$ cat src/hw/rtl/pac_pkg.sv
// Shared types, codes and helper functions of the pileup allele classifier.
`default_nettype none

package pac_pkg;

    // Default width of query-side counters.
    localparam int POSITION_BITS_DEF = 32;
    // Longest insertion whose bases are compared.
    localparam int MAX_INSERT = 16;

    localparam int CFG_INDEX_W = 3;
    localparam int CFG_DATA_W  = 64;
    localparam int S_TDATA_W   = 80;
    localparam int M_TDATA_W   = 8;

    // Configuration register indexes.
    localparam logic [CFG_INDEX_W-1:0] CFG_ANCHOR_POSITION   = 3'd0;
    localparam logic [CFG_INDEX_W-1:0] CFG_REF_LENGTH        = 3'd1;
    localparam logic [CFG_INDEX_W-1:0] CFG_ALT_LENGTH        = 3'd2;
    localparam logic [CFG_INDEX_W-1:0] CFG_REF_FIRST_BASE    = 3'd3;
    localparam logic [CFG_INDEX_W-1:0] CFG_ALT_FIRST_BASE    = 3'd4;
    localparam logic [CFG_INDEX_W-1:0] CFG_INSERT_CHARS_LOW  = 3'd5;
    localparam logic [CFG_INDEX_W-1:0] CFG_INSERT_CHARS_HIGH = 3'd6;

    // CIGAR operation codes.
    localparam logic [3:0] CIG_M  = 4'd0;
    localparam logic [3:0] CIG_I  = 4'd1;
    localparam logic [3:0] CIG_D  = 4'd2;
    localparam logic [3:0] CIG_N  = 4'd3;
    localparam logic [3:0] CIG_S  = 4'd4;
    localparam logic [3:0] CIG_H  = 4'd5;
    localparam logic [3:0] CIG_P  = 4'd6;
    localparam logic [3:0] CIG_EQ = 4'd7;
    localparam logic [3:0] CIG_X  = 4'd8;

    typedef enum logic [1:0] {
        OP_START = 2'd0,
        OP_CIGAR = 2'd1,
        OP_BASE  = 2'd2,
        OP_END   = 2'd3
    } pac_op_t;

    typedef enum logic [1:0] {
        PH_IDLE  = 2'd0,
        PH_CIGAR = 2'd1,
        PH_BASES = 2'd2
    } pac_phase_t;

    typedef enum logic [1:0] {
        ALLELE_NONE  = 2'd0,
        ALLELE_REF   = 2'd1,
        ALLELE_ALT   = 2'd2,
        ALLELE_UNDEF = 2'd3
    } pac_allele_t;

    typedef struct packed {
        logic [30:0]  anchor_position;
        logic [7:0]   ref_length;
        logic [7:0]   alt_length;
        logic [7:0]   ref_first_base;
        logic [7:0]   alt_first_base;
        logic [127:0] insert_chars;   // suffix char j in bits 8j+7..8j
    } pac_cfg_t;

    // One-cycle strobes of the item being applied to the read state.
    typedef struct packed {
        logic start;
        logic cigar;
        logic base;
    } pac_step_t;

    typedef struct packed {
        logic anchor_found;
        logic walk_aborted;
    } pac_walk_t;

    typedef struct packed {
        logic        anchor_mapped;
        logic        detail_eligible;
        pac_allele_t allele;
    } pac_result_t;

    function automatic logic [7:0] up_case(input logic [7:0] c);
        return (c >= 8'd97 && c <= 8'd122) ? c - 8'd32 : c;
    endfunction

    function automatic logic [7:0] comp_base(input logic [7:0] c);
        logic [7:0] r;
        case (c)
            "A":     r = "T";
            "C":     r = "G";
            "G":     r = "C";
            "T":     r = "A";
            "a":     r = "t";
            "c":     r = "g";
            "g":     r = "c";
            "t":     r = "a";
            default: r = c;
        endcase
        return r;
    endfunction

endpackage

`default_nettype wire

$ cat src/hw/rtl/pac_walk.sv
// CIGAR walk: locates the anchor's query index and the indel that follows it.
`default_nettype none

module pac_walk #(
    parameter int POSITION_BITS = pac_pkg::POSITION_BITS_DEF
) (
    input  wire                      aclk,
    input  wire                      aresetn,
    input  pac_pkg::pac_step_t       step,
    input  wire [30:0]               anchor_position,
    input  wire [31:0]               alignment_start,
    input  wire [3:0]                cigar_code,
    input  wire [27:0]               cigar_length,
    output pac_pkg::pac_walk_t       walk,
    output logic [POSITION_BITS-1:0] anchor_query_index,
    output logic signed [28:0]       indel_after_anchor
);
    import pac_pkg::*;

    localparam int QSW = (POSITION_BITS > 28 ? POSITION_BITS : 28) + 1;
    localparam int ASW = (POSITION_BITS > 31 ? POSITION_BITS : 31) + 1;

    logic                     found_reg, found_next;
    logic                     aborted_reg, aborted_next;
    logic                     awaiting_reg, awaiting_next;
    logic [32:0]              ref_cur_reg, ref_cur_next;
    logic [POSITION_BITS-1:0] query_cur_reg, query_cur_next;
    logic [POSITION_BITS-1:0] aqi_reg, aqi_next;
    logic signed [28:0]       indel_reg, indel_next;

    logic                     bad, aligned, del_skip, in_range, last_base;
    logic [33:0]              anchor_ext, ref_end;
    logic [30:0]              offset;
    logic [QSW-1:0]           q_sum;
    logic [ASW-1:0]           a_sum;
    logic [POSITION_BITS-1:0] q_sat, a_sat;
    logic signed [28:0]       len_s;

    always_comb begin
        bad        = (cigar_length == 28'd0) || (cigar_code > CIG_X);
        aligned    = (cigar_code == CIG_M) || (cigar_code == CIG_EQ) || (cigar_code == CIG_X);
        del_skip   = (cigar_code == CIG_D) || (cigar_code == CIG_N);
        anchor_ext = {3'b000, anchor_position};
        ref_end    = {1'b0, ref_cur_reg} + {6'd0, cigar_length};
        in_range   = (anchor_ext >= {1'b0, ref_cur_reg}) && (anchor_ext < ref_end);
        last_base  = (anchor_ext == ref_end - 34'd1);
        offset     = anchor_position - ref_cur_reg[30:0];
        q_sum      = QSW'(query_cur_reg) + QSW'(cigar_length);
        a_sum      = ASW'(query_cur_reg) + ASW'(offset);
        q_sat      = (q_sum[QSW-1:POSITION_BITS] != '0) ? '1 : q_sum[POSITION_BITS-1:0];
        a_sat      = (a_sum[ASW-1:POSITION_BITS] != '0) ? '1 : a_sum[POSITION_BITS-1:0];
        len_s      = $signed({1'b0, cigar_length});

        found_next     = found_reg;
        aborted_next   = aborted_reg;
        awaiting_next  = awaiting_reg;
        ref_cur_next   = ref_cur_reg;
        query_cur_next = query_cur_reg;
        aqi_next       = aqi_reg;
        indel_next     = indel_reg;

        if (step.start) begin
            found_next     = 1'b0;
            aborted_next   = alignment_start[31] || ({1'b0, anchor_position} < alignment_start);
            awaiting_next  = 1'b0;
            ref_cur_next   = {2'b00, alignment_start[30:0]};
            query_cur_next = '0;
            aqi_next       = '0;
            indel_next     = '0;
        end else if (step.base) begin
            awaiting_next = 1'b0;
        end else if (step.cigar && !aborted_reg) begin
            if (awaiting_reg) begin
                // the op right after the anchor's final base
                awaiting_next = 1'b0;
                if (bad) begin
                    aborted_next = 1'b1;
                    found_next   = 1'b0;
                    indel_next   = '0;
                end else if (cigar_code == CIG_I) begin
                    indel_next = len_s;
                end else if (cigar_code == CIG_D) begin
                    indel_next = -len_s;
                end
            end else if (!found_reg) begin
                if (bad) begin
                    aborted_next = 1'b1;
                end else if (aligned && in_range) begin
                    found_next    = 1'b1;
                    aqi_next      = a_sat;
                    awaiting_next = last_base;
                end else if (del_skip && in_range) begin
                    aborted_next = 1'b1;
                end else begin
                    if (aligned || del_skip) begin
                        ref_cur_next = ref_end[33] ? '1 : ref_end[32:0];
                    end
                    if (aligned || cigar_code == CIG_I || cigar_code == CIG_S) begin
                        query_cur_next = q_sat;
                    end
                end
            end
        end
    end

    always_ff @(posedge aclk) begin
        if (!aresetn) begin
            found_reg    <= 1'b0;
            aborted_reg  <= 1'b0;
            awaiting_reg <= 1'b0;
        end else begin
            found_reg    <= found_next;
            aborted_reg  <= aborted_next;
            awaiting_reg <= awaiting_next;
        end
    end

    always_ff @(posedge aclk) begin
        ref_cur_reg   <= ref_cur_next;
        query_cur_reg <= query_cur_next;
        aqi_reg       <= aqi_next;
        indel_reg     <= indel_next;
    end

    assign walk.anchor_found  = found_reg;
    assign walk.walk_aborted  = aborted_reg;
    assign anchor_query_index = aqi_reg;
    assign indel_after_anchor = indel_reg;

endmodule

`default_nettype wire

$ cat src/hw/rtl/pac_bases.sv
// Base capture: counts bases, grabs the anchor base, checks insertion bases.
`default_nettype none

module pac_bases #(
    parameter int POSITION_BITS = pac_pkg::POSITION_BITS_DEF
) (
    input  wire                      aclk,
    input  wire                      aresetn,
    input  pac_pkg::pac_step_t       step,
    input  pac_pkg::pac_cfg_t        cfg,
    input  pac_pkg::pac_walk_t       walk,
    input  wire [POSITION_BITS-1:0]  anchor_query_index,
    input  wire                      reverse_strand,
    input  wire [7:0]                query_base,
    output logic [POSITION_BITS-1:0] base_counter,
    output logic [7:0]               anchor_char,
    output logic                     insert_mismatch
);
    import pac_pkg::*;

    logic [POSITION_BITS-1:0] count_reg, count_next;
    logic [7:0]               char_reg, char_next;
    logic                     mismatch_reg, mismatch_next;
    logic                     strand_reg, strand_next;

    logic [7:0]               ins;
    logic [POSITION_BITS-1:0] ins_pos, ins_pos_m1;
    logic [3:0]               k, idx;
    logic [7:0]               idx_wide, got, want;
    logic                     check;

    always_comb begin
        ins        = cfg.alt_length - cfg.ref_length;
        ins_pos    = count_reg - anchor_query_index;
        ins_pos_m1 = ins_pos - POSITION_BITS'(1);
        k          = ins_pos_m1[3:0];
        idx_wide   = ins - 8'd1 - {4'd0, k};
        idx        = strand_reg ? idx_wide[3:0] : k;
        got        = strand_reg ? comp_base(query_base) : query_base;
        want       = cfg.insert_chars[{idx, 3'b000} +: 8];
        check      = walk.anchor_found && (cfg.ref_length != 8'd0)
                     && (cfg.alt_length > cfg.ref_length)
                     && (ins <= 8'(MAX_INSERT))
                     && (count_reg > anchor_query_index)
                     && (ins_pos <= POSITION_BITS'(ins));

        count_next    = count_reg;
        char_next     = char_reg;
        mismatch_next = mismatch_reg;
        strand_next   = strand_reg;

        if (step.start) begin
            count_next    = '0;
            char_next     = 8'd0;
            mismatch_next = 1'b0;
            strand_next   = reverse_strand;
        end else if (step.base) begin
            if (walk.anchor_found && count_reg == anchor_query_index) begin
                char_next = query_base;
            end
            if (check && got != want) begin
                mismatch_next = 1'b1;
            end
            if (count_reg != '1) begin
                count_next = count_reg + POSITION_BITS'(1);
            end
        end
    end

    always_ff @(posedge aclk) begin
        if (!aresetn) begin
            mismatch_reg <= 1'b0;
            strand_reg   <= 1'b0;
        end else begin
            mismatch_reg <= mismatch_next;
            strand_reg   <= strand_next;
        end
    end

    always_ff @(posedge aclk) begin
        count_reg <= count_next;
        char_reg  <= char_next;
    end

    assign base_counter    = count_reg;
    assign anchor_char     = char_reg;
    assign insert_mismatch = mismatch_reg;

endmodule

`default_nettype wire

$ cat src/hw/rtl/pac_classify.sv
// End-of-read classification of the collected read state.
`default_nettype none

module pac_classify #(
    parameter int POSITION_BITS = pac_pkg::POSITION_BITS_DEF
) (
    input  pac_pkg::pac_cfg_t       cfg,
    input  pac_pkg::pac_walk_t      walk,
    input  wire [POSITION_BITS-1:0] anchor_query_index,
    input  wire signed [28:0]       indel_after_anchor,
    input  wire [POSITION_BITS-1:0] base_counter,
    input  wire [7:0]               anchor_char,
    input  wire                     insert_mismatch,
    output pac_pkg::pac_result_t    result
);
    import pac_pkg::*;

    logic               mapped, eligible, short_read;
    logic [7:0]         ab, rf, af, ins, del;
    logic signed [28:0] ins_s, del_s;
    pac_allele_t        allele;

    always_comb begin
        mapped = walk.anchor_found && !walk.walk_aborted
                 && (anchor_query_index < base_counter);
        ab       = up_case(anchor_char);
        rf       = up_case(cfg.ref_first_base);
        af       = up_case(cfg.alt_first_base);
        eligible = (ab == rf) || (ab == af);
        ins      = cfg.alt_length - cfg.ref_length;
        del      = cfg.ref_length - cfg.alt_length;
        ins_s    = $signed({21'd0, ins});
        del_s    = $signed({21'd0, del});
        short_read = ((POSITION_BITS+1)'(anchor_query_index) + (POSITION_BITS+1)'(ins)
                      + (POSITION_BITS+1)'(1)) > (POSITION_BITS+1)'(base_counter);

        if (cfg.ref_length == 8'd1 && cfg.alt_length == 8'd1) begin
            allele = (ab == rf) ? ALLELE_REF : (ab == af) ? ALLELE_ALT : ALLELE_UNDEF;
        end else if (cfg.alt_length > cfg.ref_length) begin
            if (indel_after_anchor == ins_s) begin
                if (short_read || ins > 8'(MAX_INSERT) || insert_mismatch) begin
                    allele = ALLELE_UNDEF;
                end else begin
                    allele = ALLELE_ALT;
                end
            end else begin
                allele = (indel_after_anchor == 29'sd0) ? ALLELE_REF : ALLELE_UNDEF;
            end
        end else if (cfg.ref_length > cfg.alt_length) begin
            if (indel_after_anchor == -del_s) begin
                allele = ALLELE_ALT;
            end else begin
                allele = (indel_after_anchor == 29'sd0) ? ALLELE_REF : ALLELE_UNDEF;
            end
        end else begin
            allele = ALLELE_UNDEF;
        end

        result.anchor_mapped = mapped;
        if (!mapped || cfg.ref_length == 8'd0 || cfg.alt_length == 8'd0) begin
            result.allele          = ALLELE_NONE;
            result.detail_eligible = 1'b0;
        end else begin
            result.allele          = allele;
            result.detail_eligible = eligible;
        end
    end

endmodule

`default_nettype wire

$ cat src/hw/rtl/pileup_allele_classifier.sv
// Top level of the pileup allele classifier: channels, read phase, result register.
//
// Usage: stream each read as a start beat, its CIGAR operation beats, its
// base beats and an end beat. s_tuser carries the beat kind (0 start,
// 1 CIGAR op, 2 base, 3 end); s_tdata carries the payload fields. Each read
// gives exactly one result beat on m_tdata, triggered by its end beat;
// beats outside a read give nothing.
// Path: an end beat accepted into the input register goes through the
// walk, base and classification logic in one pass into the result
// register, which drives m_tvalid.
// Throughput: one beat per cycle while no end beat waits (see Stall), set
// by the single pass from input register into read state and result register.
// Stall: while m_tvalid is high and m_tready low, the result holds; beats
// that make no result keep flowing, and an end beat waits in the input
// register, which drops s_tready until the result register frees.
// Reset (aresetn low, synchronous): channels empty, read phase idle, all
// configuration registers back to their defaults (anchor 0, lengths 1,
// first bases 'A', insertion characters zero). Write configuration through
// cfg_we/cfg_index/cfg_data only while no read is in flight.
`default_nettype none

module pileup_allele_classifier #(
    parameter int POSITION_BITS = pac_pkg::POSITION_BITS_DEF
) (
    input  wire                             aclk,
    input  wire                             aresetn,
    // configuration write port
    input  wire                             cfg_we,
    input  wire [pac_pkg::CFG_INDEX_W-1:0]  cfg_index,
    input  wire [pac_pkg::CFG_DATA_W-1:0]   cfg_data,
    // input beats
    input  wire                             s_tvalid,
    output logic                            s_tready,
    // s_tdata: alignment_start[31:0], reverse_strand[32], cigar_code[36:33],
    //          cigar_length[64:37], query_base[72:65], zero pad[79:73]
    input  wire [pac_pkg::S_TDATA_W-1:0]    s_tdata,
    // s_tuser: operation[1:0]
    input  wire [1:0]                       s_tuser,
    // result beats
    output logic                            m_tvalid,
    input  wire                             m_tready,
    // m_tdata: allele[1:0], detail_eligible[2], anchor_mapped[3], zero pad[7:4]
    output logic [pac_pkg::M_TDATA_W-1:0]   m_tdata
);
    import pac_pkg::*;

    // configuration registers
    pac_cfg_t cfg_reg;

    always_ff @(posedge aclk) begin
        if (!aresetn) begin
            cfg_reg.anchor_position <= 31'd0;
            cfg_reg.ref_length      <= 8'd1;
            cfg_reg.alt_length      <= 8'd1;
            cfg_reg.ref_first_base  <= "A";
            cfg_reg.alt_first_base  <= "A";
            cfg_reg.insert_chars    <= '0;
        end else if (cfg_we) begin
            case (cfg_index)
                CFG_ANCHOR_POSITION:   cfg_reg.anchor_position     <= cfg_data[30:0];
                CFG_REF_LENGTH:        cfg_reg.ref_length          <= cfg_data[7:0];
                CFG_ALT_LENGTH:        cfg_reg.alt_length          <= cfg_data[7:0];
                CFG_REF_FIRST_BASE:    cfg_reg.ref_first_base      <= cfg_data[7:0];
                CFG_ALT_FIRST_BASE:    cfg_reg.alt_first_base      <= cfg_data[7:0];
                CFG_INSERT_CHARS_LOW:  cfg_reg.insert_chars[63:0]   <= cfg_data;
                CFG_INSERT_CHARS_HIGH: cfg_reg.insert_chars[127:64] <= cfg_data;
                default: ;
            endcase
        end
    end

    // input register
    logic        in_valid_reg;
    pac_op_t     in_op_reg;
    logic [31:0] in_start_reg;
    logic        in_rev_reg;
    logic [3:0]  in_code_reg;
    logic [27:0] in_len_reg;
    logic [7:0]  in_base_reg;

    pac_phase_t  phase_reg, phase_next;
    logic        m_valid_reg;
    pac_result_t result_reg;
    pac_result_t result;

    logic        out_free, makes_result, advance, accept, emit;
    pac_step_t   step;

    always_comb begin
        out_free     = !m_valid_reg || m_tready;
        makes_result = (in_op_reg == OP_END) && (phase_reg != PH_IDLE);
        // hold an end beat until the result register can take it
        advance      = in_valid_reg && (!makes_result || out_free);
        accept       = s_tvalid && s_tready;
        emit         = advance && makes_result;

        step.start = advance && (in_op_reg == OP_START);
        step.cigar = advance && (in_op_reg == OP_CIGAR) && (phase_reg == PH_CIGAR);
        step.base  = advance && (in_op_reg == OP_BASE) && (phase_reg != PH_IDLE);

        phase_next = phase_reg;
        if (advance) begin
            case (in_op_reg)
                OP_START: phase_next = PH_CIGAR;
                OP_CIGAR: phase_next = phase_reg;
                OP_BASE:  phase_next = (phase_reg == PH_IDLE) ? PH_IDLE : PH_BASES;
                OP_END:   phase_next = PH_IDLE;
                default:  phase_next = phase_reg;
            endcase
        end
    end

    assign s_tready = !in_valid_reg || advance;

    always_ff @(posedge aclk) begin
        if (!aresetn) begin
            in_valid_reg <= 1'b0;
            phase_reg    <= PH_IDLE;
            m_valid_reg  <= 1'b0;
        end else begin
            if (accept) begin
                in_valid_reg <= 1'b1;
            end else if (advance) begin
                in_valid_reg <= 1'b0;
            end
            phase_reg <= phase_next;
            if (emit) begin
                m_valid_reg <= 1'b1;
            end else if (m_tready) begin
                m_valid_reg <= 1'b0;
            end
        end
    end

    always_ff @(posedge aclk) begin
        if (accept) begin
            in_op_reg    <= pac_op_t'(s_tuser);
            in_start_reg <= s_tdata[31:0];
            in_rev_reg   <= s_tdata[32];
            in_code_reg  <= s_tdata[36:33];
            in_len_reg   <= s_tdata[64:37];
            in_base_reg  <= s_tdata[72:65];
        end
        if (emit) begin
            result_reg <= result;
        end
    end

    // read state
    pac_walk_t                walk;
    logic [POSITION_BITS-1:0] anchor_query_index;
    logic signed [28:0]       indel_after_anchor;
    logic [POSITION_BITS-1:0] base_counter;
    logic [7:0]               anchor_char;
    logic                     insert_mismatch;

    pac_walk #(
        .POSITION_BITS(POSITION_BITS)
    ) u_walk (
        .aclk               (aclk),
        .aresetn            (aresetn),
        .step               (step),
        .anchor_position    (cfg_reg.anchor_position),
        .alignment_start    (in_start_reg),
        .cigar_code         (in_code_reg),
        .cigar_length       (in_len_reg),
        .walk               (walk),
        .anchor_query_index (anchor_query_index),
        .indel_after_anchor (indel_after_anchor)
    );

    pac_bases #(
        .POSITION_BITS(POSITION_BITS)
    ) u_bases (
        .aclk               (aclk),
        .aresetn            (aresetn),
        .step               (step),
        .cfg                (cfg_reg),
        .walk               (walk),
        .anchor_query_index (anchor_query_index),
        .reverse_strand     (in_rev_reg),
        .query_base         (in_base_reg),
        .base_counter       (base_counter),
        .anchor_char        (anchor_char),
        .insert_mismatch    (insert_mismatch)
    );

    pac_classify #(
        .POSITION_BITS(POSITION_BITS)
    ) u_classify (
        .cfg                (cfg_reg),
        .walk               (walk),
        .anchor_query_index (anchor_query_index),
        .indel_after_anchor (indel_after_anchor),
        .base_counter       (base_counter),
        .anchor_char        (anchor_char),
        .insert_mismatch    (insert_mismatch),
        .result             (result)
    );

    assign m_tvalid = m_valid_reg;
    assign m_tdata  = {4'd0, result_reg};

endmodule

`default_nettype wire

$ cat config.mk
export PLATFORM = sky130hd
export DESIGN_NAME = pileup_allele_classifier
export DESIGN_NICKNAME = d
export VERILOG_FILES = /design/src/hw/rtl/pac_pkg.sv /design/src/hw/rtl/pac_walk.sv /design/src/hw/rtl/pac_bases.sv /design/src/hw/rtl/pac_classify.sv /design/src/hw/rtl/pileup_allele_classifier.sv
export SDC_FILE = /design/constraint.sdc
export NUM_CORES = 1
export LEC_CHECK = 0
export BUFFER_PORTS_ARGS = -buffer_cell sky130_fd_sc_hd__buf_2
export CELL_PAD_IN_SITES_DETAIL_PLACEMENT = 0
export CELL_PAD_IN_SITES_GLOBAL_PLACEMENT = 1
export CORE_MARGIN = 10
export CORE_UTILIZATION = 35
export CTS_CLUSTER_SIZE = 12
export DETAILED_ROUTE_END_ITERATION = 16
export GPL_TIMING_DRIVEN = 0
export PLACE_DENSITY_LB_ADDON = 0.1
export SLEW_MARGIN = 10
export SYNTH_ARGS = -nofsm -noshare
export SYNTH_HDL_FRONTEND = slang
export SYNTH_SLANG_ARGS = --single-unit
export TNS_END_PERCENT = 100
$ cat constraint.sdc
create_clock -name aclk -period 6.8 [get_ports aclk]
set_input_delay 0.34 -clock aclk [delete_from_list [all_inputs] [get_ports aclk]]
set_output_delay 0.34 -clock aclk [all_outputs]
set_load 0.05 [all_outputs]
# Yosys cells after proc, flatten, opt, wreduce, memory -nomap -nowiden
# Index checks and enable logic that the tools add are counted.
[word_totals]
regBits = 445
input_bits = 154
out_inout_bits = 10
elab_cells = 258
[classes]
addsub = 19
n_lt_le_gt_ge = 18
eq_ne = 44
n_shift = 1
mux = 54
n_bitwise = 8
n_reduce_logical = 83
[op_table]
columns = ["cell", "n"]
rows = [
  ["31-bit 2-to-1 mux", 9],
  ["128-bit by 8-bit variable part select with 8-bit output", 1],
  ["29-bit 2-to-1 mux", 3],
  ["8-bit by 7-bit == test with 1-bit output, second input constant", 8],
  ["32-bit 2-to-1 mux", 2],
  ["8-bit case mux with 8 select lines", 1],
  ["33-bit by 28-bit adder with 34-bit output", 1],
  ["31-bit by 34-bit == test with 1-bit output", 1],
  ["31-bit by 34-bit < comparator with 1-bit output", 1],
  ["34-bit by 1-bit subtractor with 34-bit output, second input constant", 1],
  ["32-bit by 28-bit adder with 33-bit output", 1],
  ["32-bit by 31-bit adder with 33-bit output", 1],
  ["32-bit by 8-bit adder with 33-bit output", 1],
  ["33-bit by 1-bit adder with 33-bit output, second input constant", 1],
  ["31-bit by 33-bit greater-or-equal comparator with 1-bit output", 1],
  ["33-bit by 32-bit > comparator with 1-bit output", 1],
  ["33-bit 2-to-1 mux", 1],
  ["32-bit by 1-bit adder with 32-bit output, second input constant", 1],
  ["32-bit == test", 1],
  ["32-bit > comparator", 1],
  ["32-bit by 8-bit <= comparator with 1-bit output", 1],
  ["31-bit by 32-bit < comparator with 1-bit output", 1],
  ["32-bit < comparator", 1],
  ["8-bit 2-to-1 mux", 4],
  ["58 further kinds", 182],
]

# Depth between registers and ports, before layout
[logic_depth]
depth_word = 13
ltp_mapped = 31
depth_no_buf = 30

# Cells and area by module
# Synthesis repeated with hierarchy kept, for this count alone.
[unflattened]
cells_unflattened = 4116
area_unflattened_um2 = 34393.0
[by_module_without_submodules]
columns = ["module", "instances", "cells_per_inst", "area_per_inst_um2", "seq_area_each_um2"]
rows = [
  ["pac_walk", 1, 1859, 14338.8, 2892.8],
  ["pileup_allele_classifier", 1, 929, 9898.2, 6276.0],
  ["pac_bases", 1, 725, 5835.6, 840.8],
  ["pac_classify", 1, 603, 4320.4, 0.0],
]

# Worst setup path before layout
# Ideal clock, no wire load.
[synth_timing]
path_kind = "register -> register"
startpoint = "register in_len_reg[0]"
endpoint = "register u_walk.ref_cur_reg[0], enable pin"
setup_time_ns = 0.374
arrival_ns = 5.344
required_time_ns = 6.426
path_slack_ns = 1.082
stages_incl_launch_ff = 20
n_path_buf = 0
period_less_slack_ns = 5.718
path_cell_list = "edfxtp_1 > ha_1 > fa_1 > a21o_1 > a22o_1 > o21ai_4 > o21ai_1 > a211oi_1 > nor3_1 > xnor2_1 > inv_1 > ha_1 > nand2_1 > nor4_1 > a221o_1 > a211oi_1 > a211oi_1 > nor2_1 > a2111oi_0 > or2_2"
[synth_via]
elab_chain_cells = 6
word_cells_on_any_way = 11
classes_between = "add/sub (1); order compare (1); eq/ne (3); reduce/logical (6)"
[synth_lines]
columns = ["element", "line", "rtl"]
rows = [
  ["start: declaration", "pileup_allele_classifier.sv:78", "logic [27:0] in_len_reg;"],
  ["start signal: assignment", "pileup_allele_classifier.sv:141", "in_len_reg <= s_tdata[64:37];"],
  ["33-bit by 28-bit adder with 34-bit output", "pac_walk.sv:44", "ref_end = {1'b0, ref_cur_reg} + {6'd0, cigar_length};"],
  ["31-bit by 34-bit < comparator with 1-bit output", "pac_walk.sv:45", "in_range = (anchor_ext >= {1'b0, ref_cur_reg}) && (anchor_ext < ref_end);"],
  ["1-bit logical AND", "pac_walk.sv:45", ""],
  ["1-bit logical AND (on tied branches)", "pac_walk.sv:88, pac_walk.sv:92", ""],
  ["2-bit != test (no line)", "n/a", ""],
  ["8-bit AND reduction (no line) (*)", "n/a", ""],
  ["end signal: assignment", "pac_walk.sv:119", "ref_cur_reg <= ref_cur_next;"],
  ["end: declaration", "pac_walk.sv:26", "logic [32:0] ref_cur_reg, ref_cur_next;"],
]
# Mark *: on every way between the ends. The rest lies on a longest branch, timed or not.
# A chain may end at the register's enable or synchronous reset.

# Worst setup path in the final report
[layout_timing]
startpoint = "register in_len_reg[1]"
endpoint = "register u_walk.aqi_reg[12] (netlist: u_walk.anchor_query_index[12])"
[layout_via]
elab_chain_cells = 5
word_cells_on_any_way = 8
classes_between = "add/sub (1); order compare (1); bitwise (1); reduce/logical (5)"
[layout_lines]
columns = ["element", "line", "rtl"]
rows = [
  ["33-bit by 28-bit adder with 34-bit output", "pac_walk.sv:44", ""],
  ["31-bit by 34-bit < comparator with 1-bit output", "pac_walk.sv:45", ""],
  ["1-bit logical AND", "pac_walk.sv:45", ""],
  ["1-bit logical AND", "pac_walk.sv:88", "end else if (aligned && in_range) begin"],
  ["6-bit AND reduction (no line) (*)", "n/a", ""],
  ["end signal: assignment", "pac_walk.sv:121", "aqi_reg <= aqi_next;"],
  ["end: declaration", "pac_walk.sv:28", "logic [POSITION_BITS-1:0] aqi_reg, aqi_next;"],
]
# Marks and branches as above.

==> metrics.md <==
| Metric | Value |
|---|---|
| Antenna Violating Nets Remaining | `0` |
| Rows | `110` |
| Tcrit/Tclk final | `0.951` |
| Max_cap viols | `0` |
| Worst hold start | `cfg_data[1]` |
| Final setup violating endpoints | `0` |
| Final hold vios | `0` |
| Post-route setup TNS | `0 ns` |
| Worst path required time | `7.34 ns` |
| DR vias | `28,700` |
| Cell taking the most area after synthesis | `dfxtp_1` |
| Synth cell types | `107` |
| Most frequent cell after synthesis | `nand2_1` |
| TritonCTS clock tree | `built` |
| Ant diodes | `0` |
| Max reg flops | `191` |
| Layout Cells excl Fill | `5,351` |
| Mapped Avg Cell Area | `8.50 um2` |
| Crit start category | `flip-flop` |
| Max Transition Viols Final | `0` |
| Number of global-route vias before repair | `28,200` |
| DP Wirelength | `94.1 mm` |
| Fin util | `0.420` |
| Top cells by area, synth | `dfxtp_1 (21%), ha_1 (11%), edfxtp_1 (10%), nand2_1 (6.0%), xnor2_1 (5.2%)` |
| Met1 GRT Util | `0.309` |
| Reg2reg start | `in_len_reg[1]` |
| Status | `completed` |
| Hold Crit Class | `primary input to flip-flop` |
| Worst Tran Pin Value | `1.25 ns` |
| Die height | `323 um` |
| Wire per inst | `22.2 um` |
| Crit path DAT | `7.00 ns` |
| Clock Skews | `0.0635 ns` |
| Netlist Area Pre-Place | `32,000 um2` |
| Synth top area share | `0.209` |
| Worst vdd ir | `0.195 mV` |
| WL final | `119 mm` |
| Root Buffer | `clkbuf_16` |
| Gpl congestion | `0.878` |
| I/O pins | `164` |
| CTS clk-pin slew, worst paths | `0.06 ns` |
| Number of flops mapped to enable cells by yosys | `110` |
| Gr ovfl total | `0` |
| Post-synth ARST share | `0` |
| Initial antenna violation count | `4` |
| Grt peak-use layer | `met2` |
| Met3 Use GR | `0.0226` |
| Largest fanout on the critical path | `10` |
| Power per Cell Area | `224 nW/um2` |
| Port Buf Inserts | `150` |
| Number of buffers created by CTS | `57` |
| Die span in x | `323 um` |
| Seq cells post-synth | `445` |
| First-pass GRT wire length | `178 mm` |
| Fmax | `155 MHz` |
| Synth warn | `0` |
| Fraction of layout cells with a size suffix above 1 | `0.0944` |
| Core Footprint | `90,400 um2` |
| Nets@finish | `4,578` |
| Initial DRC count | `1,962` |
| Via/cell ratio | `5.37` |
| Drt first pass iters | `6` |
| Register area share after synthesis | `0.312` |
| Total GRT Usage | `0.223` |
| Synth top cells by count | `nand2_1 (514), dfxtp_1 (335), ha_1 (289)` |
| Maximum buffer depth of the clock tree | `3` |
| H-tree levels | `2` |
| Sink Count | `445` |
| Met2 Usage GRT | `0.374` |
| Initial Util | `0.354` |
| Ys flop type | `dfxtp_1` |
| Pre-CTS setup slack | `-0.969 ns` |
| Placed insts | `5,105` |
| Relative slew slack | `0.162` |
| Area grow syn2layout | `18.5%` |
| Largest net degree at the start of global routing | `28` |
| Leak | `0.0157 uW` |
| Clk_lat worst skew | `0.67 ns` |
| WS Path Type | `flip-flop to flip-flop` |
| Residual DRC | `0` |
| Crit. End Element | `flip-flop` |
| Final worst slack | `0.335 ns` |
| Min Tclk post-route | `6.46 ns` |
| Critical Path Start | `in_len_reg[1]` |
| Synth Instances | `3,770` |
| DIE AREA | `104,000 um2` |
## cell type report
class / instances / area, um2
clock buffer: 74 / 1650
tap: 1176 / 1470
fill: 9274 / 52500
timing repair buffer: 293 / 2200
buffer: 135 / 533
clock inverter: 34 / 399
inverter: 252 / 946
sequential: 445 / 10000
multi-input combinational: 2942 / 20700
## cells in the final DEF (no fill, tap or decap), types with 48 or more instances in the layout
| cell | n |
|---|---|
| xnor2_1 | 187 |
| dlygate4sd3_1 | 132 |
| nor2b_1 | 48 |
| a21boi_0 | 202 |
| clkbuf_16 | 60 |
| dfxtp_1 | 335 |
| o21ai_0 | 104 |
| ha_1 | 289 |
| nand3_1 | 76 |
| nand4_1 | 65 |
| a31oi_1 | 52 |
| nor3_1 | 91 |
| edfxtp_1 | 110 |
| clkbuf_1 | 124 |
| inv_1 | 251 |
| buf_2 | 156 |
| xor2_1 | 84 |
| nand2_1 | 514 |
| a21oi_1 | 208 |
| a21o_1 | 118 |
| nor2_1 | 256 |
## routing by layer
metal | part of all wire | wire (um)
met1 | 0.48 | 56600
met2 | 0.47 | 55500
met3 | 0.040 | 4690
met4 | 0.015 | 1800
met5 | 0 | 0
## metrics by stage
step	area, um2	hold slack, ns	power [uW]
floorplan	32000	0.430	4460
global placement	34300	0.446	5130
detailed placement	34400	0.455	5130
CTS	37800	0.0289	8530
global route	38000	0.0544	8890
finish	38000	0.0665	8490
## timing repair
| action | in CTS | in global routing |
|---|---|---|
| hold endpoints to repair | 202 | 0 |
| resized for setup | 12 | 18 |
| buffers inserted | 0 | 5 |
| endpoints found under the setup margin | 98 | 96 |
| gates cloned | 1 | 0 |
| pin swaps | 1 | 2 |
| hold buffers | 132 | 0 |
## where the power goes
group	internal [uW]	switching [uW]	total, uW
Clock	1960	1350	3310
Combinational	914	1300	2220
Sequential	2820	136	2960
## critical path, cell delays in order, from the launching register on
cell	delay (ns)
edfxtp_1	0.63
ha_1	0.42
a211o_1	0.37
a21oi_4	0.21
a211o_1	0.26
a21oi_1	0.15
a21o_1	0.25
xnor2_2	0.45
ha_1	0.35
a21o_1	0.16
a21o_1	0.17
a21oi_1	0.14
o21a_1	0.15
o21ai_1	0.06
a221o_1	0.34
a211oi_1	0.38
a211oi_4	0.17
or4_1	0.74
clkbuf_2	0.29
clkbuf_1	0.28
a221oi_1	0.36
## final timing paths
kind,end,slack [ns],depth (start not counted)
worst max-delay path,u_walk.anchor_query_index[12],0.34,20
worst min register to register,cfg_reg[89],0.46,2
worst max register to register,u_walk.anchor_query_index[12],0.34,20
worst min-delay path,cfg_reg[129],0.07,3
## cell families (layout without fill, tap and decap cells)
logic type               Yosys count  after routing  synth area share
AND/OR/NAND/NOR                 1283           1284             0.189
AO/OA/AOI/OAI                    992            992             0.215
flip-flops                       445            445             0.312
buffers and inverters            387            788            0.0460
adder cells (fa/ha/maj)          298            298             0.119
XOR/XNOR                         289            289            0.0825
multiplexers                      75             75            0.0361
other                              1              4          0.000117
Note: power is estimated with default switching activity, not from simulation.
